## config.mk

```make
export PLATFORM = sky130hd
export DESIGN_NAME = sfd_regs
export DESIGN_NICKNAME = d
export VERILOG_FILES = /design/src/sfd_pkg.sv /design/src/sfd_regs.sv
export SDC_FILE = /design/constraint.sdc
export NUM_CORES = 1
export LEC_CHECK = 0
export CELL_PAD_IN_SITES_DETAIL_PLACEMENT = 1
export CELL_PAD_IN_SITES_GLOBAL_PLACEMENT = 2
export CORE_ASPECT_RATIO = 0.6
export CORE_MARGIN = 4
export CORE_UTILIZATION = 43
export DETAILED_ROUTE_END_ITERATION = 8
export DONT_BUFFER_PORTS = 1
export PLACE_DENSITY = 0.92
export SLEW_MARGIN = 5
export SYNTH_ARGS = -nofsm -noshare
export SYNTH_HDL_FRONTEND = slang
export SYNTH_SLANG_ARGS = --single-unit
```

## constraint.sdc

```tcl
create_clock -name clk_i -period 3.8 [get_ports clk_i]
set_input_delay 0.76 -clock clk_i [delete_from_list [all_inputs] [get_ports clk_i]]
set_output_delay 0.76 -clock clk_i [all_outputs]
set_load 0.05 [all_outputs]
```

## src/sfd_pkg.sv

```systemverilog
// Shared constants, types and helper functions of the stereo feedback delay.
// Used by every module in src; depends on nothing.
`default_nettype none

package sfd_pkg;

  // Store geometry and sample format.
  localparam int unsigned DEPTH      = 32768;
  localparam int unsigned ADDR_W     = $clog2(DEPTH);
  localparam int unsigned SAMPLE_W   = 16;
  localparam int unsigned LEN_W      = 16;
  localparam int unsigned GAIN_W     = 16;
  localparam int unsigned Q_FRAC     = 15;
  localparam logic [GAIN_W-1:0] GAIN_ONE = GAIN_W'(32768);

  // Serial multiplier: one four-bit digit of the gain per cycle.
  localparam int unsigned DIGIT_W    = 4;
  localparam int unsigned NUM_DIGITS = GAIN_W / DIGIT_W;
  localparam int unsigned DCNT_W     = $clog2(NUM_DIGITS);
  localparam int unsigned ACC_W      = 32;

  // Configuration port.
  localparam int unsigned PADDR_W    = 5;
  localparam int unsigned PDATA_W    = 32;
  localparam int unsigned RIDX_W     = 3;

  // Register indexes (byte address divided by four).
  localparam logic [RIDX_W-1:0] REG_ACTIVE_LENGTH = 3'd0;
  localparam logic [RIDX_W-1:0] REG_DELAY_SAMPLES = 3'd1;
  localparam logic [RIDX_W-1:0] REG_FEEDBACK_GAIN = 3'd2;
  localparam logic [RIDX_W-1:0] REG_CROSS_MIX     = 3'd3;
  localparam logic [RIDX_W-1:0] REG_OUTPUT_VOLUME = 3'd4;

  // Register contents as seen by the datapath.
  typedef struct packed {
    logic [LEN_W-1:0]  active_length;
    logic [ADDR_W-1:0] delay_samples;
    logic [GAIN_W-1:0] feedback_gain;
    logic [GAIN_W-1:0] cross_mix;
    logic [GAIN_W-1:0] output_volume;
  } cfg_t;

  // One write into both delay stores.
  typedef struct packed {
    logic                       en;
    logic [ADDR_W-1:0]          addr;
    logic signed [SAMPLE_W-1:0] left;
    logic signed [SAMPLE_W-1:0] right;
  } store_wr_t;

  // Gains above one are taken as one.
  function automatic logic [GAIN_W-1:0] clamp_gain(input logic [GAIN_W-1:0] g);
    return (g > GAIN_ONE) ? GAIN_ONE : g;
  endfunction

  // Clamp a sum that grew by one bit back into the sample range.
  function automatic logic signed [SAMPLE_W-1:0] sat_sample(
      input logic signed [SAMPLE_W:0] s);
    logic signed [SAMPLE_W-1:0] r;
    if (s[SAMPLE_W] != s[SAMPLE_W-1]) begin
      r = s[SAMPLE_W] ? {1'b1, {(SAMPLE_W-1){1'b0}}} : {1'b0, {(SAMPLE_W-1){1'b1}}};
    end else begin
      r = s[SAMPLE_W-1:0];
    end
    return r;
  endfunction

endpackage

`default_nettype wire

```

## src/sfd_regs.sv

```systemverilog
// APB-style register file holding the five configuration registers.
// Uses sfd_pkg.
`default_nettype none

module sfd_regs
  import sfd_pkg::*;
(
  input  wire logic               clk_i,
  input  wire logic               rst_ni,
  input  wire logic               psel,
  input  wire logic               penable,
  input  wire logic               pwrite,
  input  wire logic [PADDR_W-1:0] paddr,
  input  wire logic [PDATA_W-1:0] pwdata,
  output logic [PDATA_W-1:0]      prdata,
  output logic                    pready,
  output cfg_t                    cfg_o
);

  cfg_t              cfg_q, cfg_d;
  logic [RIDX_W-1:0] idx;
  logic              wr_en;

  assign idx    = paddr[PADDR_W-1:2];
  assign wr_en  = psel && penable && pwrite;
  assign pready = 1'b1;

  // Write decode; an index beyond the list changes nothing.
  always_comb begin
    cfg_d = cfg_q;
    if (wr_en) begin
      unique case (idx)
        REG_ACTIVE_LENGTH: cfg_d.active_length = pwdata[LEN_W-1:0];
        REG_DELAY_SAMPLES: cfg_d.delay_samples = pwdata[ADDR_W-1:0];
        REG_FEEDBACK_GAIN: cfg_d.feedback_gain = pwdata[GAIN_W-1:0];
        REG_CROSS_MIX:     cfg_d.cross_mix     = pwdata[GAIN_W-1:0];
        REG_OUTPUT_VOLUME: cfg_d.output_volume = pwdata[GAIN_W-1:0];
        default: ;
      endcase
    end
  end

  always_ff @(posedge clk_i or negedge rst_ni) begin
    if (!rst_ni) begin
      cfg_q.active_length <= LEN_W'(32768);
      cfg_q.delay_samples <= ADDR_W'(1);
      cfg_q.feedback_gain <= GAIN_W'(1638);
      cfg_q.cross_mix     <= '0;
      cfg_q.output_volume <= GAIN_ONE;
    end else begin
      cfg_q <= cfg_d;
    end
  end

  // Read decode.
  always_comb begin
    unique case (idx)
      REG_ACTIVE_LENGTH: prdata = PDATA_W'(cfg_q.active_length);
      REG_DELAY_SAMPLES: prdata = PDATA_W'(cfg_q.delay_samples);
      REG_FEEDBACK_GAIN: prdata = PDATA_W'(cfg_q.feedback_gain);
      REG_CROSS_MIX:     prdata = PDATA_W'(cfg_q.cross_mix);
      REG_OUTPUT_VOLUME: prdata = PDATA_W'(cfg_q.output_volume);
      default:           prdata = '0;
    endcase
  end

  assign cfg_o = cfg_q;

endmodule

`default_nettype wire

```

==> results.yml <==
routing:
  wirelength_um: 10600
  drt_iter0_drc: 125
  num_vias: 2397
  vias_per_cell: 5.98
  dr.pass1.iters: 4
  routedWlPerCell_um: 26.3
  ant_nets: 0
  drcViolationCount: 0
sta:
  max_slew_margin_pct: 25.8
  rsz0062_at_grt: "no"
  final_max_slew_viol_count: 0
  finClkSkew_ns: 0
  setup_viol: 0
  fin_crit_sh_pct: 74.7
  setup_tns_ns: 0
  worstMarginPinSlew_ns: 1.11
  fin_ws_ns: 0.960
  hold_violations: 0
  max_freq_mhz: 352
  hold_ws_ns: 0.120
  min_period_ns: 2.84
die:
  io_pins: 154
  row_count: 26
  start_util_pct: 44.5
  die_area_um2: 10500
  die_h_um: 81.0
  coreArea_um2: 8590
  die_w_um: 130
clock_tree:
  cts_tree: "built"
  root_buffer: "clkbuf_16"
  cts_hold_buf: 0
  cts_setup_buffers: 0
  cts_sinks: 79
  htree_levels: 3
  ctsResizeCount: 0
  cts_buffers: 9
  path_clk_slew_ns: 0.06
  cts_buffer_depth: 2
  clock_latency_ns: 0.33
placed_design:
  gp_congestion: 0.754
  dpl.hpwl_um: 7090
  portBuffers: 0
  post-place-ws_ns: 0.894
grt:
  grtUsageTotal_pct: 20.9
  grt_pass1_vias: 2630
  antenna_found_initial: 0
  grt_pass1_wl_um: 16000
  grt_start_max_net_pins: 80
  grt.overflow.total: 0
critical_path:
  crit_fanout: 23
  crit_type: "in2out"
  startpoint_type: "input pin"
  arrival_ns: 2.08
  cp.required_ns: 3.04
  end_kind: "output port"
cells_and_area:
  final_core_util_pct: 49.7
  drive_gt1_share_pct: 50.2
  final_cell_mix: "84 x mux2_2, 70 x dfrtp_1, 20 x buf_4"
  antenna_cells: 0
  fill_cells: 855
  largest_register_ffs: 79
  syn_to_final_growth_pct: 11.5
  layout_commonest_cell: "mux2_2"
  layout.nets: 326
min_path:
  hold_path.class: "in2async"
run:
  drv_cap: 0
synth:
  synth-seq-cells: 79
  synth.avg_cell_area_um2: 14.1
  ys_async_sr_fraction_pct: 100
  yosys-top-cells-area: "dfrtp_1 46%, mux2_2 25%, dfstp_2 6.2%"
  synth_flop_cell: "dfrtp_1"
  syn_area_um2: 3820
  synth_edf_count: 0
  yosys.area.top_type: "dfrtp_1"
  synthCells: 272
  synth.yosys.warnings: 0
  netlist.area_leader.share_pct: 45.8
  seq_area_frac_synth_pct: 52.0
  ys_types: 29
power_and_ir_drop:
  total_power_uw: 3160
  p_leak_uw: 0.00190
  power_density_nw_per_um2: 741
  irDropWorstVdd_v: 0.000371
status:
  status: "finished, final reports clean"
[where the power goes]
part	total (µW)	leakage [µW]	internal [µW]	switching, µW
registers	1770	0.000989	1010	762
clock network	929	0.000156	593	336
logic	456	0.000760	220	237
[routing by layer]
metal / vias up / GRT usage, % / routed length, µm
li1: 1006 / - / -
met1: 1285 / 26.2 / 4510
met2: 95 / 32.9 / 4880
met3: 11 / 9.86 / 1070
met4: 0 / 5.19 / 91
met5: - / 0 / 0
[metrics by stage]
step           cell area (µm²)  instances
2_1_floorplan             3880        287
3_3_place_gp              3940        385
3_5_place_dp              3940        385
4_1_cts                   4260        401
5_1_grt                   4260        401
6_report                  4260        401
[worst max-delay path, cell delays in order]
cell and delay [ns]:
clkinv_1 0.56, a32oi_1 0.44, o21ai_1 0.11, buf_4 0.20
[path summary, 6_finish.rpt]
check | start | endpoint | slack [ns] | cells after the start
min in group clk_i | pwdata[14] | cfg_o[77] | 0.57 | 1
min | rst_ni | cfg_o[68] | 0.12 | 0
max in group asynchronous | rst_ni | cfg_o[33] | 3.42 | 0
min reg2reg | cfg_o[37] | cfg_o[37] | 0.75 | 1
max reg2reg | cfg_o[46] | cfg_o[46] | 2.73 | 1
max | paddr[2] | prdata[1] | 0.96 | 4
[cells in the mapped netlist (2+ instances only)]
| cell type | n |
|---|---|
| mux2_2 | 84 |
| dfrtp_1 | 70 |
| buf_4 | 21 |
| a32oi_1 | 15 |
| o21ai_0 | 15 |
| a22oi_1 | 14 |
| mux2_4 | 10 |
| dfstp_2 | 9 |
| buf_2 | 5 |
| clkbuf_1 | 5 |
| buf_6 | 2 |
| conb_1 | 2 |
| mux2i_1 | 2 |
| nor2b_1 | 2 |
| nor3_4 | 2 |
[area by class of cell]
type	count	area, µm²	area share (%)
clock inverter	5	81.3	1.91
multi-input combinational	172	1650	38.8
sequential	79	1990	46.6
clock buffer	11	243	5.69
timing repair buffer	20	150	3.52
tap	112	140	3.29
inverter	2	7.51	0.176
[cell families (layout without fill, tap and decap cells)]
logic type | Yosys count | after routing | synth area share, %
flip-flops | 79 | 79 | 52.0
AO/OA/AOI/OAI | 46 | 46 | 8.57
multiplexers | 96 | 96 | 29.2
other | 2 | 17 | 0.196
buffers and inverters | 36 | 38 | 6.58
AND/OR/NAND/NOR | 13 | 13 | 3.47
Note: power is estimated with default switching activity, not from simulation.
