$ cat src/sfd_pkg.sv
// Shared constants, types and helper functions of the stereo feedback delay.
// Used by every module in src; depends on nothing.
`default_nettype none

package sfd_pkg;

  // Store geometry and sample format.
  localparam int unsigned DEPTH      = 32768;
  localparam int unsigned ADDR_W     = $clog2(DEPTH);
  localparam int unsigned SAMPLE_W   = 16;
  localparam int unsigned LEN_W      = 16;
  localparam int unsigned GAIN_W     = 16;
  localparam int unsigned Q_FRAC     = 15;
  localparam logic [GAIN_W-1:0] GAIN_ONE = GAIN_W'(32768);

  // Serial multiplier: one four-bit digit of the gain per cycle.
  localparam int unsigned DIGIT_W    = 4;
  localparam int unsigned NUM_DIGITS = GAIN_W / DIGIT_W;
  localparam int unsigned DCNT_W     = $clog2(NUM_DIGITS);
  localparam int unsigned ACC_W      = 32;

  // Configuration port.
  localparam int unsigned PADDR_W    = 5;
  localparam int unsigned PDATA_W    = 32;
  localparam int unsigned RIDX_W     = 3;

  // Register indexes (byte address divided by four).
  localparam logic [RIDX_W-1:0] REG_ACTIVE_LENGTH = 3'd0;
  localparam logic [RIDX_W-1:0] REG_DELAY_SAMPLES = 3'd1;
  localparam logic [RIDX_W-1:0] REG_FEEDBACK_GAIN = 3'd2;
  localparam logic [RIDX_W-1:0] REG_CROSS_MIX     = 3'd3;
  localparam logic [RIDX_W-1:0] REG_OUTPUT_VOLUME = 3'd4;

  // Register contents as seen by the datapath.
  typedef struct packed {
    logic [LEN_W-1:0]  active_length;
    logic [ADDR_W-1:0] delay_samples;
    logic [GAIN_W-1:0] feedback_gain;
    logic [GAIN_W-1:0] cross_mix;
    logic [GAIN_W-1:0] output_volume;
  } cfg_t;

  // One write into both delay stores.
  typedef struct packed {
    logic                       en;
    logic [ADDR_W-1:0]          addr;
    logic signed [SAMPLE_W-1:0] left;
    logic signed [SAMPLE_W-1:0] right;
  } store_wr_t;

  // Gains above one are taken as one.
  function automatic logic [GAIN_W-1:0] clamp_gain(input logic [GAIN_W-1:0] g);
    return (g > GAIN_ONE) ? GAIN_ONE : g;
  endfunction

  // Clamp a sum that grew by one bit back into the sample range.
  function automatic logic signed [SAMPLE_W-1:0] sat_sample(
      input logic signed [SAMPLE_W:0] s);
    logic signed [SAMPLE_W-1:0] r;
    if (s[SAMPLE_W] != s[SAMPLE_W-1]) begin
      r = s[SAMPLE_W] ? {1'b1, {(SAMPLE_W-1){1'b0}}} : {1'b0, {(SAMPLE_W-1){1'b1}}};
    end else begin
      r = s[SAMPLE_W-1:0];
    end
    return r;
  endfunction

endpackage

`default_nettype wire

$ cat src/sfd_mac.sv
// Digit-serial multiply-accumulate: two signed samples times two unsigned
// gain digits per cycle while enabled, most significant digit first. Uses sfd_pkg.
`default_nettype none

module sfd_mac
  import sfd_pkg::*;
(
  input  wire logic                       clk_i,
  input  wire logic                       rst_ni,
  input  wire logic                       en_i,
  input  wire logic                       first_i,
  input  wire logic signed [SAMPLE_W-1:0] a_i,
  input  wire logic [DIGIT_W-1:0]         da_i,
  input  wire logic signed [SAMPLE_W-1:0] b_i,
  input  wire logic [DIGIT_W-1:0]         db_i,
  output logic signed [ACC_W-1:0]         acc_o
);

  localparam int unsigned PROD_W = SAMPLE_W + DIGIT_W + 1;

  logic signed [DIGIT_W:0]   da_s, db_s;
  logic signed [PROD_W-1:0]  pa, pb;
  logic signed [ACC_W-1:0]   base, acc_d, acc_q;

  // Digits are unsigned, so they get a zero sign bit.
  assign da_s = {1'b0, da_i};
  assign db_s = {1'b0, db_i};
  assign pa   = a_i * da_s;
  assign pb   = b_i * db_s;

  // Horner step: shift the partial sum by one digit and add both products.
  assign base  = first_i ? '0 : {acc_q[ACC_W-DIGIT_W-1:0], {DIGIT_W{1'b0}}};
  assign acc_d = base + {{(ACC_W-PROD_W){pa[PROD_W-1]}}, pa}
                      + {{(ACC_W-PROD_W){pb[PROD_W-1]}}, pb};

  always_ff @(posedge clk_i or negedge rst_ni) begin
    if (!rst_ni) begin
      acc_q <= '0;
    end else if (en_i) begin
      acc_q <= acc_d;
    end
  end

  assign acc_o = acc_q;

endmodule

`default_nettype wire

$ cat config.mk
export PLATFORM = sky130hd
export DESIGN_NAME = sfd_mac
export DESIGN_NICKNAME = d
export VERILOG_FILES = /design/src/sfd_pkg.sv /design/src/sfd_mac.sv
export SDC_FILE = /design/constraint.sdc
export NUM_CORES = 1
export LEC_CHECK = 0
export CORE_MARGIN = 2
export CORE_UTILIZATION = 47
export CTS_BUF_LIST = sky130_fd_sc_hd__clkbuf_4 sky130_fd_sc_hd__clkbuf_8
export DETAILED_ROUTE_END_ITERATION = 12
export DONT_BUFFER_PORTS = 1
export GPL_TIMING_DRIVEN = 0
export PLACE_DENSITY = 0.62
export SETUP_SLACK_MARGIN = 0.05
export SLEW_MARGIN = 5
export SYNTH_ARGS = -nofsm -noshare
export SYNTH_HDL_FRONTEND = slang
export SYNTH_SLANG_ARGS = --single-unit
$ cat constraint.sdc
create_clock -name clk_i -period 4.6 [get_ports clk_i]
set_input_delay 0 -clock clk_i [delete_from_list [all_inputs] [get_ports clk_i]]
set_output_delay 0 -clock clk_i [all_outputs]
set_load 0.05 [all_outputs]
==> out/results.txt <==
Tracing the worst setup path back leads to its startpoint at db_i[3]. The synthesized netlist contains 62 unique library cells. The startpoint of the most critical hold path is b_i[0]. The first global-routing pass estimated 37.0 mm of wire. Floorplan die area: 19,400 um^2. The logs give 0.414 for the worst slew slack as a fraction of its limit and 0 for the initial antenna violation count. CTS saw 32 sinks. The setup slack of the critical path after layout is -0.909 ns.

The proportion of synthesized flip-flops having asynchronous set or reset is 1.00, and the number of maximum-capacitance violations is 0. The clock insertion delay at the later pin of the skew report is 0.31 ns. TritonCTS built the clock tree.

Leaving out fill and tap cells, the most frequent cells in the layout are 165 x sky130_fd_sc_hd__inv_1, 93 x sky130_fd_sc_hd__and2_1, 90 x sky130_fd_sc_hd__fa_1, 83 x sky130_fd_sc_hd__ha_1, 68 x sky130_fd_sc_hd__nand2_1. The fraction of met2 tracks used by global routing is 0.391. Largest driver fanout on the critical path: 7. For the met3 track demand over resource in global routing, the log shows 0.0368. Total negative slack: -12.85 ns. In the routed design, unresolved DRC markers number 0. Leaving out fill and tap cells, the most frequent cell in the layout is sky130_fd_sc_hd__inv_1. For the final core utilization, the log shows 0.615.

For the count of pins over their slew limit, the log shows 0. The startpoint identified for the worst register-to-register timing path is acc_o[2]. Final worst hold slack: 0.115 ns.

The number of global-route vias before repair was 7,536. Setup repair after global routing could not meet its margin everywhere. The flip-flop count of the largest register after layout is 32, and the number of levels the H-tree was split into is 2. In this run the standard cell core region covers 18,000 um^2.

The run finished, with violations left. The ratio of final minimum period to clock period was 1.20. Kind of critical path: input pin to register. The HPWL after detailed placement is 17.4 mm. The antenna diode count was 0.

In this run the worst hold path is classified as input pin to register. The global-route congestion overflow total is 0. The initial cell density of the core came out at 0.479. Data on the critical path arrives at its endpoint at 5.72 ns. Worst setup skew after layout: 0.0146 ns. During placement, the flow inserted port buffers numbering 0. The top-level port count came out at 76. The run gives 0 as the count of final hold-check violations. The number of enable flip-flop cells after synthesis works out to 0. The multi-input combinational cells in the finished layout cover a total of 8270 um^2. For the total length of routed wires, the log shows 22.9 mm. The tools report the global-route total usage across every layer as 0.231.

The logs give 801 um^2 for the sequential cell area and 2 for the clock tree buffer depth. Entering global routing, the biggest net connects 33 pins. In the routed layout, each cell is associated on average with a via count of 5.39. Fraction of final layout cells with drive strength greater than 1: 0.263.

STA puts the critical path data required time at 4.81 ns. The number of buffers added by the clock tree synthesis step is 5, and the height of the die is 139 um. Once detail routing completed, the nets flagged for antenna violations numbered 0.

Layout overhead on the synthesized area: 28.4%. The cell sitting at the root of the clock tree is a sky130_fd_sc_hd__clkbuf_8. The die extent in x came out at 139 um. The number of synthesized register bits works out to 32. The delay of the slowest cell on the worst path was 0.50 ns; the fill cell instance count of the final layout was 1,567. The global routing usage on met1 is 0.313, and the total nets after synthesis is 1,282. For the finished layout, the period the worst path requires is 5.51 ns. Each instance of the synthesized netlist takes up on average 8.36 um^2. The first TritonRoute pass finished after 5 iterations.

After clock tree synthesis, the clock-pin slew on the worst setup and hold paths is 0.09 ns. The tools report the post-layout net count as 1,365. The initialized floorplan defines 49 standard-cell rows. Based on the critical path, the design can be clocked at up to 182 MHz. The via count was 7,233. The final reports fail on setup timing.

For the final count of negative-setup-slack endpoints, the log shows 20. The post-synth design cell area is 8610 um^2, and the measured slew at the worst slew-check pin is 0.878 ns. The number of standard cells after synthesis is 1,029. Flip-flop cell with the highest count after synthesis: sky130_fd_sc_hd__dfrtp_1. Share of the yosys chip area belonging to registers: 0.0931. For this run, the number of Yosys warnings is 0. After global routing, the most crowded layer is met2.

The largest individual stage delay along the critical path comes from the cell sky130_fd_sc_hd__fa_1. STA classifies the critical path startpoint as an input pin. The tools report the DRC marker count from the first detailed-route iteration as 361. The element type at the critical path end is a register. The last weighted congestion value of the routability-driven placer was 0.923; the final routed wire length divided by cell count was 17.0 um.
## metrics by stage
stage	std cells	setup slack [ns]	cell area, um^2
6_report	1342	-0.909	11100
5_1_grt	1342	-1.07	11100
4_1_cts	1307	-0.832	10400
3_5_place_dp	1258	-1.48	9420
2_1_floorplan	1029	-0.836	9130
3_3_place_gp	1258	-1.48	9420
## worst paths after layout
path,endpoint,slack [ns],cells past startpoint
max reg2reg,acc_o[23],1.05,11
max,acc_o[23],-0.91,28
max in group asynchronous,acc_o[2],4.26,2
min,acc_o[0],0.12,3
min in group asynchronous,acc_o[20],0.14,2
min reg2reg,acc_o[26],0.83,2
## synth_stat cells, drive strengths merged, types with 3 or more instances
| cell type | n | area (um^2) |
|---|---|---|
| nor4 | 3 | 25.0 |
| o21ai | 35 | 175 |
| a31oi | 8 | 50.1 |
| or3 | 4 | 25.0 |
| xnor2 | 34 | 298 |
| nand2b | 15 | 93.8 |
| and3 | 6 | 37.5 |
| nor4b | 3 | 26.3 |
| a21o | 33 | 248 |
| a21oi | 59 | 295 |
| nor3 | 9 | 45.0 |
| or2 | 3 | 18.8 |
| nor2 | 40 | 150 |
| dfrtp | 32 | 801 |
| fa | 94 | 1880 |
| o31ai | 10 | 75.1 |
| mux2 | 18 | 203 |
| a211oi | 6 | 62.6 |
| nand2 | 79 | 297 |
| nand4 | 9 | 56.3 |
| a21boi | 4 | 30.0 |
| xor2 | 28 | 245 |
| o211ai | 3 | 22.5 |
| nand3 | 12 | 60.1 |
| inv | 178 | 668 |
| and2 | 99 | 619 |
| clkbuf | 21 | 78.8 |
| a31o | 4 | 35.0 |
| nor2b | 20 | 125 |
| o21a | 10 | 75.1 |
| o21bai | 8 | 60.1 |
| ha | 115 | 1440 |
## repair_timing
item	in CTS	in global routing
buffers inserted	40	36
setup endpoints to repair	21	21
hold buffers	2	0
endpoints found under the hold margin	32	0
pin swaps	69	80
gates resized for setup	107	88
## cell type report
| class | count | share of cell area |
|---|---|---|
| inverter | 178 | 0.0605 |
| timing repair buffer | 78 | 0.0640 |
| tap | 229 | 0.0259 |
| buffer | 20 | 0.0189 |
| clock inverter | 3 | 0.00385 |
| sequential | 32 | 0.0725 |
| clock buffer | 5 | 0.00623 |
| multi-input combinational | 797 | 0.748 |
## critical path, delay by kind of cell
family / cells / cell delay (ns)
xor+xnor: 1 / 0.22
fa+ha+maj: 6 / 2.11
compound gates: 6 / 1.57
simple gates: 8 / 1.07
buf+inv: 7 / 0.74
## layer usage
layer | up-vias | routed length, um
met2 | 159 | 10900
met4 | 0 | 459
met1 | 3504 | 10400
met5 | - | 0
met3 | 32 | 1100
li1 | 3538 | -
## logic make-up (layout without fill, tap and decap cells)
group,count (synthesis),after routing,share of synthesized area
and+or+nand+nor,306,306,0.189
adders and majority gates,209,209,0.386
AOI/OAI and AO/OA,201,201,0.156
buffers and inverters,200,284,0.0881
xor gates and xnor gates,62,62,0.0631
DFF,32,32,0.0931
muxes,19,19,0.0247
Power is left out: the tool's default activity adds up to more than one toggle a clock period on the data nets, which glitch-free logic cannot reach.
