$ cat src/sfd_pkg.sv
// Shared constants, types and helper functions of the stereo feedback delay.
// Used by every module in src; depends on nothing.
`default_nettype none

package sfd_pkg;

  // Store geometry and sample format.
  localparam int unsigned DEPTH      = 32768;
  localparam int unsigned ADDR_W     = $clog2(DEPTH);
  localparam int unsigned SAMPLE_W   = 16;
  localparam int unsigned LEN_W      = 16;
  localparam int unsigned GAIN_W     = 16;
  localparam int unsigned Q_FRAC     = 15;
  localparam logic [GAIN_W-1:0] GAIN_ONE = GAIN_W'(32768);

  // Serial multiplier: one four-bit digit of the gain per cycle.
  localparam int unsigned DIGIT_W    = 4;
  localparam int unsigned NUM_DIGITS = GAIN_W / DIGIT_W;
  localparam int unsigned DCNT_W     = $clog2(NUM_DIGITS);
  localparam int unsigned ACC_W      = 32;

  // Configuration port.
  localparam int unsigned PADDR_W    = 5;
  localparam int unsigned PDATA_W    = 32;
  localparam int unsigned RIDX_W     = 3;

  // Register indexes (byte address divided by four).
  localparam logic [RIDX_W-1:0] REG_ACTIVE_LENGTH = 3'd0;
  localparam logic [RIDX_W-1:0] REG_DELAY_SAMPLES = 3'd1;
  localparam logic [RIDX_W-1:0] REG_FEEDBACK_GAIN = 3'd2;
  localparam logic [RIDX_W-1:0] REG_CROSS_MIX     = 3'd3;
  localparam logic [RIDX_W-1:0] REG_OUTPUT_VOLUME = 3'd4;

  // Register contents as seen by the datapath.
  typedef struct packed {
    logic [LEN_W-1:0]  active_length;
    logic [ADDR_W-1:0] delay_samples;
    logic [GAIN_W-1:0] feedback_gain;
    logic [GAIN_W-1:0] cross_mix;
    logic [GAIN_W-1:0] output_volume;
  } cfg_t;

  // One write into both delay stores.
  typedef struct packed {
    logic                       en;
    logic [ADDR_W-1:0]          addr;
    logic signed [SAMPLE_W-1:0] left;
    logic signed [SAMPLE_W-1:0] right;
  } store_wr_t;

  // Gains above one are taken as one.
  function automatic logic [GAIN_W-1:0] clamp_gain(input logic [GAIN_W-1:0] g);
    return (g > GAIN_ONE) ? GAIN_ONE : g;
  endfunction

  // Clamp a sum that grew by one bit back into the sample range.
  function automatic logic signed [SAMPLE_W-1:0] sat_sample(
      input logic signed [SAMPLE_W:0] s);
    logic signed [SAMPLE_W-1:0] r;
    if (s[SAMPLE_W] != s[SAMPLE_W-1]) begin
      r = s[SAMPLE_W] ? {1'b1, {(SAMPLE_W-1){1'b0}}} : {1'b0, {(SAMPLE_W-1){1'b1}}};
    end else begin
      r = s[SAMPLE_W-1:0];
    end
    return r;
  endfunction

endpackage

`default_nettype wire

$ cat src/sfd_ptrmod.sv
// Bit-serial remainder unit that reduces the read pointer modulo the
// active length, one pointer bit per cycle. Uses sfd_pkg.
`default_nettype none

module sfd_ptrmod
  import sfd_pkg::*;
(
  input  wire logic              clk_i,
  input  wire logic              rst_ni,
  input  wire logic              start_i,
  input  wire logic [ADDR_W-1:0] num_i,
  input  wire logic [LEN_W-1:0]  den_i,
  output logic                   done_o,
  output logic [ADDR_W-1:0]      rem_o
);

  localparam int unsigned CNT_W = $clog2(ADDR_W);
  localparam logic [CNT_W-1:0] LAST_STEP = CNT_W'(ADDR_W - 1);

  logic                busy_q, busy_d;
  logic                done_q, done_d;
  logic [CNT_W-1:0]    cnt_q, cnt_d;
  logic [ADDR_W-1:0]   num_q, num_d;
  logic [LEN_W-1:0]    rem_q, rem_d;
  logic [LEN_W:0]      trial;

  // Bring down the next pointer bit and subtract the length if it fits.
  assign trial = {rem_q, num_q[ADDR_W-1]};

  always_comb begin
    busy_d = busy_q;
    done_d = 1'b0;
    cnt_d  = cnt_q;
    num_d  = num_q;
    rem_d  = rem_q;
    if (start_i) begin
      busy_d = 1'b1;
      cnt_d  = '0;
      num_d  = num_i;
      rem_d  = '0;
    end else if (busy_q) begin
      rem_d = (trial >= {1'b0, den_i}) ? LEN_W'(trial - {1'b0, den_i})
                                       : trial[LEN_W-1:0];
      num_d = {num_q[ADDR_W-2:0], 1'b0};
      cnt_d = cnt_q + CNT_W'(1);
      if (cnt_q == LAST_STEP) begin
        busy_d = 1'b0;
        done_d = 1'b1;
      end
    end
  end

  always_ff @(posedge clk_i or negedge rst_ni) begin
    if (!rst_ni) begin
      busy_q <= 1'b0;
      done_q <= 1'b0;
      cnt_q  <= '0;
    end else begin
      busy_q <= busy_d;
      done_q <= done_d;
      cnt_q  <= cnt_d;
    end
  end

  always_ff @(posedge clk_i) begin
    num_q <= num_d;
    rem_q <= rem_d;
  end

  assign done_o = done_q;
  assign rem_o  = rem_q[ADDR_W-1:0];

endmodule

`default_nettype wire

$ cat config.mk
export PLATFORM = sky130hd
export DESIGN_NAME = sfd_ptrmod
export DESIGN_NICKNAME = d
export VERILOG_FILES = /design/src/sfd_pkg.sv /design/src/sfd_ptrmod.sv
export SDC_FILE = /design/constraint.sdc
export NUM_CORES = 1
export LEC_CHECK = 0
export BUFFER_PORTS_ARGS = -buffer_cell sky130_fd_sc_hd__buf_2
export CAP_MARGIN = 20
export CELL_PAD_IN_SITES_DETAIL_PLACEMENT = 0
export CELL_PAD_IN_SITES_GLOBAL_PLACEMENT = 1
export CORE_UTILIZATION = 46
export DETAILED_ROUTE_END_ITERATION = 10
export GPL_ROUTABILITY_DRIVEN = 0
export GPL_TIMING_DRIVEN = 0
export PLACE_DENSITY_LB_ADDON = 0.1
export SETUP_SLACK_MARGIN = 0.05
export SYNTH_ARGS = -nofsm -noshare
export SYNTH_HDL_FRONTEND = slang
export SYNTH_SLANG_ARGS = --single-unit
$ cat constraint.sdc
create_clock -name clk_i -period 3.6 [get_ports clk_i]
set_input_delay 0 -clock clk_i [delete_from_list [all_inputs] [get_ports clk_i]]
set_output_delay 0 -clock clk_i [all_outputs]
set_load 0.05 [all_outputs]
==> impl_metrics.env, run 1 <==
export IMPL_clk_path_buf_depth=2
export IMPL_maxCapViolCount=0
export IMPL_stdcell_area_um2=3206
export IMPL_synthTopCellsByArea="edfxtp_1 (17%), dfxtp_1 (12%), ha_1 (8.3%)"
export IMPL_reg2reg_depth=10
export IMPL_final_min_clock_period_ns=2.644
export IMPL_synth_async_reset_ratio_pct=16.22
export IMPL_grt_pass1_wl_um=10360
export IMPL_fmax_mhz=378.3
export IMPL_synth_ff_latch_count=37
export IMPL_synth_yosys_warnings=0
export IMPL_max_stage_delay_ns=0.43
export IMPL_synth_area_leader_cell="edfxtp_1"
export IMPL_htree_levels=2
export IMPL_ys_top_cells_by_count="nand2_1 (28), nor2_1 (27), inv_1 (22), ha_1 (18)"
export IMPL_synthFlopType="dfxtp_1"
export IMPL_dp_cells=411
export IMPL_grt_ovfl_total=0
export IMPL_dieArea_um2=6236
export IMPL_arrival_ns=2.87
export IMPL_clkSinkCount=37
export IMPL_dp_hpwl_um=4748
export IMPL_dpl_instance_area_um2=3055
export IMPL_avgSynthCellArea_um2=9.365
export IMPL_drc_errors=0
export IMPL_hp_class="in2reg"
export IMPL_wl_per_cell_um=15.03
export IMPL_io_pins=50
export IMPL_synth_nets=344
export IMPL_vias_per_cell=5.333
export IMPL_die_y_um=78.97
export IMPL_holdPathStages=2
export IMPL_synthDistinctLibCells=60
export IMPL_dp_slack_ns=0.9571
export IMPL_drv_slew=0
export IMPL_cpMaxStageDelayCell="fa_1"
export IMPL_netlist_area_leader_share_pct=16.53
export IMPL_first_iter_violations=104
export IMPL_critical_path_cell_chain="inv_1 -> ha_1 -> inv_1 -> fa_1 -> a211oi_1 -> o21ai_1 -> a31oi_1 -> o311ai_0 -> a41o_1 -> nor3_1"
export IMPL_tightest_slew_ns=0.6513
export IMPL_n_antenna_cell=0
export IMPL_status="complete, no violations"
export IMPL_grt_max_degree=16
export IMPL_crit_top_cell="inv_1"
export IMPL_crit_fanout=4
export IMPL_peakVddDrop_mv=0.2206
export IMPL_synth_cells=291
export IMPL_skew_ns=0.008239
export IMPL_grt_pass1_vias=2187
export IMPL_final_cells=423
export IMPL_cp_start_kind="flop"
export IMPL_total_power_w=0.001008
export IMPL_cts_tree="done"
export IMPL_row_count=27
export IMPL_power_density_nw_per_um2=314.5
export IMPL_io_buffer_count=48
export IMPL_syn_area_um2=2725
export IMPL_ys_seq_area_share_pct=33.79
export IMPL_fin_ws_ns=0.9565
export IMPL_crit_type="reg2reg"
export IMPL_p_leak_nw=1.544
export IMPL_start_util_pct=48.59
export IMPL_grt_setup_unrepaired="false"
export IMPL_antenna_found_initial=0
export IMPL_finalSetupTns_ns=0
export IMPL_setup_violations=0
export IMPL_track_usage_pct=21.72
export IMPL_numCtsBuffers=5
export IMPL_vias=2256
export IMPL_ant_nets=0
export IMPL_layout_nets=403
export IMPL_slew_headroom_pct=56.42
export IMPL_clkTransAtPathRegs_ns=0.08
export IMPL_die_width_um=78.97
export IMPL_crit_required_ns=3.83
export IMPL_core_um2=5608
export IMPL_hold_viol=0
export IMPL_drt_wl_total_um=6358
export IMPL_drive_above_1_share_pct=29.34
export IMPL_yosysMostFrequentCell="nand2_1"
export IMPL_syn2layout_area_growth_pct=17.63
export IMPL_period_share_pct=73.43
export IMPL_first_pass_iters=4
export IMPL_synth_edf_count=15
export IMPL_end_kind="flop"
export IMPL_clk_latency_ns=0.30
export IMPL_clockRootBuffer="clkbuf_8"
-- flip-flops by register name (all words and copies together) (netlist names) --
signal  flops
cnt_q       4
done_o      1
rem_q      16
busy_q      1
num_q      15
-- critical path: cells and delay by family, from the launching register on --
kind                       cells  cell delay (ns)
DFF                            1             0.37
and+or+nand+nor                1             0.11
AOI/OAI and AO/OA              5             1.33
buffers and inverters          2             0.15
adders and majority gates      2             0.62
-- cell type report --
type	instances	area (µm²)
Clock buffer	5	68.82
Buffer	26	212.7
Sequential cell	37	920.9
Multi-Input combinational cell	206	1509
Tap cell	72	90.09
Inverter	22	82.58
Fill cell	548	2402
Clock inverter	3	41.29
Timing Repair Buffer	52	280.3
-- timing repair --
action,4_1_cts,5_1_grt
gates resized for setup,0,0
hold endpoints to repair,9,0
hold buffers,4,0
buffers inserted,0,0
-- report_power, final --
part / leakage (nW) / switching, W / internal, W / total (W)
clock network: 0.0518 / 0.000160 / 0.000204 / 0.000364
logic: 1.13 / 0.0000883 / 0.0000826 / 0.000171
registers: 0.366 / 0.0000120 / 0.000461 / 0.000473
-- per-stage QoR --
stage / util (%) / hold slack, ns
5_1_grt: 57.16 / 0.003227
3_3_place_gp: 54.48 / -0.1716
3_5_place_dp: 54.48 / -0.1711
6_report: 57.16 / 0.002393
2_1_floorplan: - / -0.2956
4_1_cts: 57.16 / 0.0005680
-- placed cells by master, fill, tap and decap left out, drive strengths merged, types with 3 or more instances in the layout --
master	synthesis	final
nor3	3	3
dfxtp	16	16
a21o	6	6
clkbuf	4	9
edfxtp	15	15
a311oi	7	7
a21oi	13	13
and3	3	3
xnor2	8	8
buf	22	70
mux2	15	15
o21a	5	5
dfrtp	6	6
o211ai	5	5
mux2i	3	3
nor2b	3	3
a31oi	3	3
o21ai	8	8
nor2	27	27
nand3	6	6
inv	22	22
o31ai	3	3
nand2	28	28
a211o	3	3
xor2	5	5
ha	18	18
dlygate4sd3	0	4
and2	4	4
-- routing by layer --
layer,global-route usage [%],part of all wire (%),up-vias
met2,35.00,45,50
met3,3.678,3.9,7
met4,7.273,1.6,0
li1,-,-,1158
met1,29.39,49,1041
met5,0,0,-
-- final timing paths --
path,start,to,slack [ns]
setup / recovery,num_q[14],rem_q[14],0.96
hold / removal,num_i[11],num_q[11],0.002
min in group asynchronous,rst_ni,cnt_q[2],0.05
setup reg to reg,num_q[14],rem_q[14],0.96
hold reg to reg,rem_q[2],rem_q[3],0.52
max in group asynchronous,rst_ni,cnt_q[1],3.41
-- cell families after synthesis --
family          share of synthesized area, %
compound gates                         19.97
mux                                    7.300
xor+xnor                               4.178
buf+inv                                10.84
flops                                  33.79
simple gates                           14.92
fa+ha+maj                              8.999
Power figures use the tool's default switching activity.
==> run 2: changes to the inputs <==
--- a/config.mk
+++ b/config.mk
@@ -9,7 +9,7 @@
 export CAP_MARGIN = 20
 export CELL_PAD_IN_SITES_DETAIL_PLACEMENT = 0
 export CELL_PAD_IN_SITES_GLOBAL_PLACEMENT = 1
-export CORE_UTILIZATION = 46
+export CORE_UTILIZATION = 43
 export DETAILED_ROUTE_END_ITERATION = 10
 export GPL_ROUTABILITY_DRIVEN = 0
 export GPL_TIMING_DRIVEN = 0
==> constraint.sdc (replaced) <==
create_clock -name clk_i -period 2.54 [get_ports clk_i]
set_input_delay 0 -clock clk_i [delete_from_list [all_inputs] [get_ports clk_i]]
set_output_delay 0 -clock clk_i [all_outputs]
set_load 0.05 [all_outputs]
==> run 2 against run 1 <==
Compared with the run above: worst setup slack got worse by 0.81 ns; cell area up 3.1%; global-route usage fell by 1.8 points.
==> impl_metrics.env, run 2 (synthesis results as in run 1) <==
export IMPL_io_buffer_count=48
export IMPL_setup_violations=0
export IMPL_cp_start_kind="flop"
export IMPL_htree_levels=2
export IMPL_first_iter_violations=84
export IMPL_clockRootBuffer="clkbuf_8"
export IMPL_dieArea_um2=6660
export IMPL_stdcell_area_um2=3304
export IMPL_dpl_instance_area_um2=3059
export IMPL_largest_reg_flops=16
export IMPL_clkSinkCount=37
export IMPL_numCtsBuffers=5
export IMPL_start_util_pct=45.22
export IMPL_power_density_nw_per_um2=436.2
export IMPL_n_fill_cell=602
export IMPL_crit_type="reg2reg"
export IMPL_antenna_found_initial=0
export IMPL_cts_tree="done"
export IMPL_hold_viol=0
export IMPL_core_um2=6026
export IMPL_grt_pass1_wl_um=9970
export IMPL_track_usage_pct=19.94
export IMPL_period_share_pct=94.18
export IMPL_fin_hold_ws_ns=0.003611
export IMPL_drive_above_1_share_pct=35.90
export IMPL_drv_slew=0
export IMPL_dp_hpwl_um=4833
export IMPL_final_cell_mix="buf_2 (49), nand2_1 (28), nor2_1 (27), inv_1 (22), buf_4 (18)"
export IMPL_die_y_um=81.61
export IMPL_crit_fanout=10
export IMPL_fmax_mhz=418.1
export IMPL_vias=2295
export IMPL_die_width_um=81.61
export IMPL_utilization_pct=54.84
export IMPL_grt_setup_unrepaired="true"
export IMPL_peakVddDrop_mv=0.3044
export IMPL_io_pins=50
export IMPL_clkTransAtPathRegs_ns=0.08
export IMPL_p_leak_nw=1.543
export IMPL_layout_nets=403
export IMPL_hp_class="in2reg"
export IMPL_multiInputGateArea_um2=1598
export IMPL_end_kind="flop"
export IMPL_layout_commonest_cell="buf_2"
export IMPL_arrival_ns=2.59
export IMPL_ant_nets=0
export IMPL_first_pass_iters=4
export IMPL_grt_ovfl_total=0
export IMPL_maxCapViolCount=0
export IMPL_biggestRegsByFlops="rem_q: 16 flops, num_q: 15 flops, cnt_q: 4 flops"
export IMPL_drc_errors=0
export IMPL_skew_ns=0.002511
export IMPL_drt_wl_total_um=6455
export IMPL_syn2layout_area_growth_pct=21.26
export IMPL_seq_area_um2=930.9
export IMPL_crit_required_ns=2.74
export IMPL_n_antenna_cell=0
export IMPL_tightest_slew_ns=0.6322
export IMPL_grt_pass1_vias=2028
export IMPL_clk_latency_ns=0.29
export IMPL_status="complete, no violations"
export IMPL_final_min_clock_period_ns=2.392
export IMPL_slew_headroom_pct=57.70
export IMPL_vias_per_cell=5.387
export IMPL_clk_path_buf_depth=2
export IMPL_wl_per_cell_um=15.15
export IMPL_grt_max_degree=16
export IMPL_row_count=28
export IMPL_top_register="rem_q"
[run 2: cell count changes in the layout (fill, tap and decap cells not counted), moves of 3 or more]
cell | before | now
ha_4 | 0 | 3
ha_1 | 18 | 11
dfxtp_1 | 16 | 10
dlygate4sd3_1 | 4 | 1
ha_2 | 0 | 4
dfxtp_2 | 0 | 5
[run 2: final timing paths]
path | startpoint | end | slack (ns) | cells after the start
worst max register to register | rem_q[8] | rem_q[5] | 0.15 | 9
min in group asynchronous | rst_ni | cnt_q[1] | 0.06 | 2
max in group asynchronous | rst_ni | busy_q | 2.34 | 2
worst min-delay path | num_i[0] | num_q[0] | 0.004 | 2
worst min register to register | rem_q[10] | rem_q[10] | 0.51 | 2
worst max-delay path | rem_q[8] | rem_q[5] | 0.15 | 9
[run 2: per-layer routing]
metal / share of wire, % / global-route usage (%)
met1: 47 / 28.19
met3: 4.7 / 2.556
met5: 0 / 0
met2: 48 / 32.17
met4: 0.65 / 4.737
[run 2: timing repair]
item                                    in CTS  in global routing
endpoints found under the setup margin      10                 12
gates resized for setup                      3                 23
hold endpoints to repair                     6                  0
pin swaps                                    1                  7
hold buffers                                 1                  0
setup buffers                                3                  0
[run 2: layout make-up]
| class | count | area share, % |
|---|---|---|
| multi-input cells | 206 | 48.35 |
| flip-flops and latches | 37 | 28.17 |
| clock buffers | 5 | 2.083 |
| plain buffers | 26 | 6.437 |
| well taps | 75 | 2.840 |
| repair buffers | 52 | 8.368 |
| inverters | 22 | 2.499 |
| clock inverters | 3 | 1.250 |
[run 2: power breakdown]
group          internal (W)  leakage [nW]  switching, W
Clock              0.000289        0.0518      0.000227
Sequential         0.000654         0.369     0.0000179
Combinational      0.000123          1.12      0.000130
Total               0.00107          1.54      0.000375
[run 2: per-stage QoR]
step,setup WS [ns],total power [W],std cells,TNS [ns]
after floorplan,0.2310,0.0008537,291,0
after global placement,-0.06900,0.0009165,414,-0.1592
after detailed placement,-0.08659,0.0009226,414,-0.1608
after CTS,0.0008042,0.001438,426,0
after global routing,0.009987,0.001498,426,0
final,0.1480,0.001441,426,0
[run 2: worst max-delay path, cell delays in order (launching register included)]
cell,delay [ns]
dfxtp_1,0.41
ha_2,0.34
and2_2,0.20
and2_2,0.21
a211o_1,0.34
o32ai_4,0.23
buf_6,0.16
buf_8,0.12
nand2_1,0.07
a311oi_1,0.24
==> run 3: changes to the inputs <==
--- a/config.mk
+++ b/config.mk
@@ -5,15 +5,17 @@
 export SDC_FILE = /design/constraint.sdc
 export NUM_CORES = 1
 export LEC_CHECK = 0
+export ABC_AREA = 1
 export BUFFER_PORTS_ARGS = -buffer_cell sky130_fd_sc_hd__buf_2
 export CAP_MARGIN = 20
 export CELL_PAD_IN_SITES_DETAIL_PLACEMENT = 0
 export CELL_PAD_IN_SITES_GLOBAL_PLACEMENT = 1
-export CORE_UTILIZATION = 43
+export CORE_UTILIZATION = 40
 export DETAILED_ROUTE_END_ITERATION = 10
 export GPL_ROUTABILITY_DRIVEN = 0
 export GPL_TIMING_DRIVEN = 0
 export PLACE_DENSITY_LB_ADDON = 0.1
+export REMOVE_ABC_BUFFERS = 1
 export SETUP_SLACK_MARGIN = 0.05
 export SYNTH_ARGS = -nofsm -noshare
 export SYNTH_HDL_FRONTEND = slang
==> run 3 against run 2 <==
Compared with the run above: worst hold slack gained 0.047 ns; cell area grew 4.6%; via count grew 19%; core utilization shrank 6.9 points; maximum frequency grew 9.3%; total power grew 120%; non-clock buffer count shrank 11; die area grew 17%; register-to-register slack gained 0.20 ns; synthesized area grew 8.9%; wire length grew 14%; critical endpoint is now rem_q[3]; largest cell class unchanged; largest power group is now combinational logic.
==> impl_metrics.env, run 3 <==
export IMPL_status="complete, no violations"
export IMPL_end_kind="flop"
export IMPL_p_leak_nw=1.971
export IMPL_core_um2=7214
export IMPL_io_pins=50
export IMPL_grt_pass1_wl_um=12320
export IMPL_synth_edf_count=15
export IMPL_fmax_mhz=456.9
export IMPL_antenna_found_initial=0
export IMPL_max_stage_delay_ns=0.45
export IMPL_period_share_pct=86.16
export IMPL_final_cell_mix="nand2_1 (169), inv_1 (76), buf_2 (49), nand3_1 (38)"
export IMPL_layout_commonest_cell="nand2_1"
export IMPL_vias_per_cell=4.579
export IMPL_fin_hold_ws_ns=0.05086
export IMPL_cp_start_kind="flop"
export IMPL_biggestRegsByFlops="rem_q: 16 flops, num_q: 15 flops, cnt_q: 4 flops"
export IMPL_avgSynthCellArea_um2=6.637
export IMPL_start_util_pct=41.12
export IMPL_top_register="rem_q"
export IMPL_synthSimpleGateAreaFrac_pct=39.18
export IMPL_synthFlopType="dfxtp_1"
export IMPL_largest_reg_flops=16
export IMPL_die_width_um=88.12
export IMPL_final_min_clock_period_ns=2.188
export IMPL_arrival_ns=2.41
export IMPL_grt_max_degree=22
export IMPL_ys_top_cells_by_count="nand2_1 (169), inv_1 (76), nand3_1 (38), ha_1 (18), nor2_1 (18)"
export IMPL_clockRootBuffer="clkbuf_8"
export IMPL_n_antenna_cell=0
export IMPL_drv_slew=0
export IMPL_slew_headroom_pct=50.58
export IMPL_synth_top_family_by_area="simple AND/OR/NAND/NOR gates"
export IMPL_numCtsBuffers=5
export IMPL_drive_above_1_share_pct=15.83
export IMPL_critical_path_cell_chain="ha_1 -> nand2_1 -> nand2_1 -> nand2_1 -> nand2_1 -> nand2_1 -> nand2_1 -> nor2_4 -> nand2_4 -> nand2_1 -> nand3_1 -> o21ai_0"
export IMPL_clkSinkCount=37
export IMPL_die_y_um=88.12
export IMPL_crit_type="reg2reg"
export IMPL_hp_class="in2async"
export IMPL_syn_area_um2=2967
export IMPL_first_pass_iters=4
export IMPL_synth_compound_area_share_pct=4.007
export IMPL_crit_buf_inv=0
export IMPL_clkTransAtPathRegs_ns=0.09
export IMPL_netlist_area_leader_share_pct=21.38
export IMPL_synth_area_mux_share_pct=0
export IMPL_tightest_slew_ns=0.7406
export IMPL_hold_viol=0
export IMPL_fin_ws_ns=0.3515
export IMPL_synth_yosys_warnings=0
export IMPL_dieArea_um2=7765
export IMPL_crit_top_cell="nand2_1"
export IMPL_r2r_slack_ns=0.35
export IMPL_dp_slack_ns=0.1001
export IMPL_track_usage_pct=20.88
export IMPL_clk_path_buf_depth=2
export IMPL_drc_errors=0
export IMPL_grt_ovfl_total=0
export IMPL_post_cts_resized=0
export IMPL_htree_levels=2
export IMPL_syn2layout_area_growth_pct=16.53
export IMPL_vias=2738
export IMPL_critical_path_top_delay_family="simple AND/OR/NAND/NOR gates"
export IMPL_io_buffer_count=49
export IMPL_synth_area_leader_cell="nand2_1"
export IMPL_skew_ns=0.01087
export IMPL_finalSetupTns_ns=0
export IMPL_synthAdderAreaFrac_pct=8.267
export IMPL_ant_nets=0
export IMPL_drt_wl_total_um=7370
export IMPL_synth_xor_area_share_pct=2.067
export IMPL_peakVddDrop_mv=0.6271
export IMPL_synth_async_reset_ratio_pct=16.22
export IMPL_ys_seq_area_share_pct=31.04
export IMPL_synthDistinctLibCells=34
export IMPL_power_density_nw_per_um2=901.8
export IMPL_setup_violations=0
export IMPL_crit_cells=12
export IMPL_first_iter_violations=114
export IMPL_reg2reg_depth=12
export IMPL_synth_cells=447
export IMPL_grt_pass1_vias=2536
export IMPL_layout_nets=551
export IMPL_crit_fanout=18
export IMPL_utilization_pct=47.92
export IMPL_synth_ff_latch_count=37
export IMPL_synthTopCellsByArea="nand2_1 (21%), edfxtp_1 (15%), dfxtp_1 (11%)"
export IMPL_cts_tree="done"
export IMPL_crit_required_ns=2.76
export IMPL_clk_latency_ns=0.30
export IMPL_row_count=31
export IMPL_dp_hpwl_um=5440
export IMPL_maxCapViolCount=0
export IMPL_cpMaxStageDelayCell="nor2_4"
export IMPL_wl_per_cell_um=12.32
export IMPL_grt_setup_unrepaired="false"
export IMPL_yosysMostFrequentCell="nand2_1"
[run 3: cell count changes after synthesis, sizes merged, moves of 5 or more]
cell / previous run / this run
mux2: 15 / 0
nand2: 28 / 177
inv: 22 / 77
a21o: 6 / 0
nand3b: 0 / 7
a311oi: 7 / 0
o21a: 5 / 0
nand3: 6 / 42
o211ai: 5 / 0
[run 3: timing repair]
item                      CTS  global route
hold endpoints to repair   21             0
setup buffers               0             0
hold buffers               16             0
[run 3: where the power goes]
group | internal [W] | switching [W] | leakage [nW]
sequential | 0.000735 | 0.0000955 | 0.374
combinational | 0.000593 | 0.00118 | 1.54
clock | 0.000255 | 0.000255 | 0.0567
total | 0.00158 | 0.00153 | 1.97
[run 3: metrics by stage]
step                      instance area [µm²]  total power, W  std cells
after floorplan                          2798        0.002200        424
after global placement                   3167        0.002599        572
after detailed placement                 3178        0.002605        573
after CTS                                3446        0.003152        597
after global routing                     3457        0.003432        598
final                                    3457        0.003117        598
[run 3: layout make-up]
class	count	area (µm²)
clock buffers	6	93.84
clock inverters	2	13.76
fillers	786	3757
inverters	77	289.0
multi-input cells	310	1588
flip-flops and latches	37	920.9
well taps	99	123.9
repair buffers	67	427.9
[run 3: per-layer routing]
metal	share of wire, %	routed length [µm]	global-route usage [%]
met5	0	0	0
met4	0.85	63	4.545
met3	3.1	225	3.770
met2	44	3228	33.69
met1	52	3852	29.17
[run 3: cells by family after synthesis]
group           Yosys count
compound gates           22
simple gates            262
buf+inv                 100
xor+xnor                  7
flops                    37
fa+ha+maj                19
[run 3: worst paths after layout]
kind | start | endpoint
setup / recovery | rem_q[9] | rem_q[3]
hold / removal | rst_ni | cnt_q[3]
setup reg to reg | rem_q[9] | rem_q[3]
hold reg to reg | rem_q[7] | rem_q[7]
max in group asynchronous | rst_ni | busy_q
min in group clk_i | den_i[0] | rem_q[0]
[run 3: worst reg2reg max path, stage by stage (launching register included)]
cell and delay, ns:
dfxtp_1 0.34, ha_1 0.36, nand2_1 0.12, nand2_1 0.08
nand2_1 0.06, nand2_1 0.06, nand2_1 0.06, nand2_1 0.08
nor2_4 0.45, nand2_4 0.25, nand2_1 0.11, nand3_1 0.07
o21ai_0 0.08
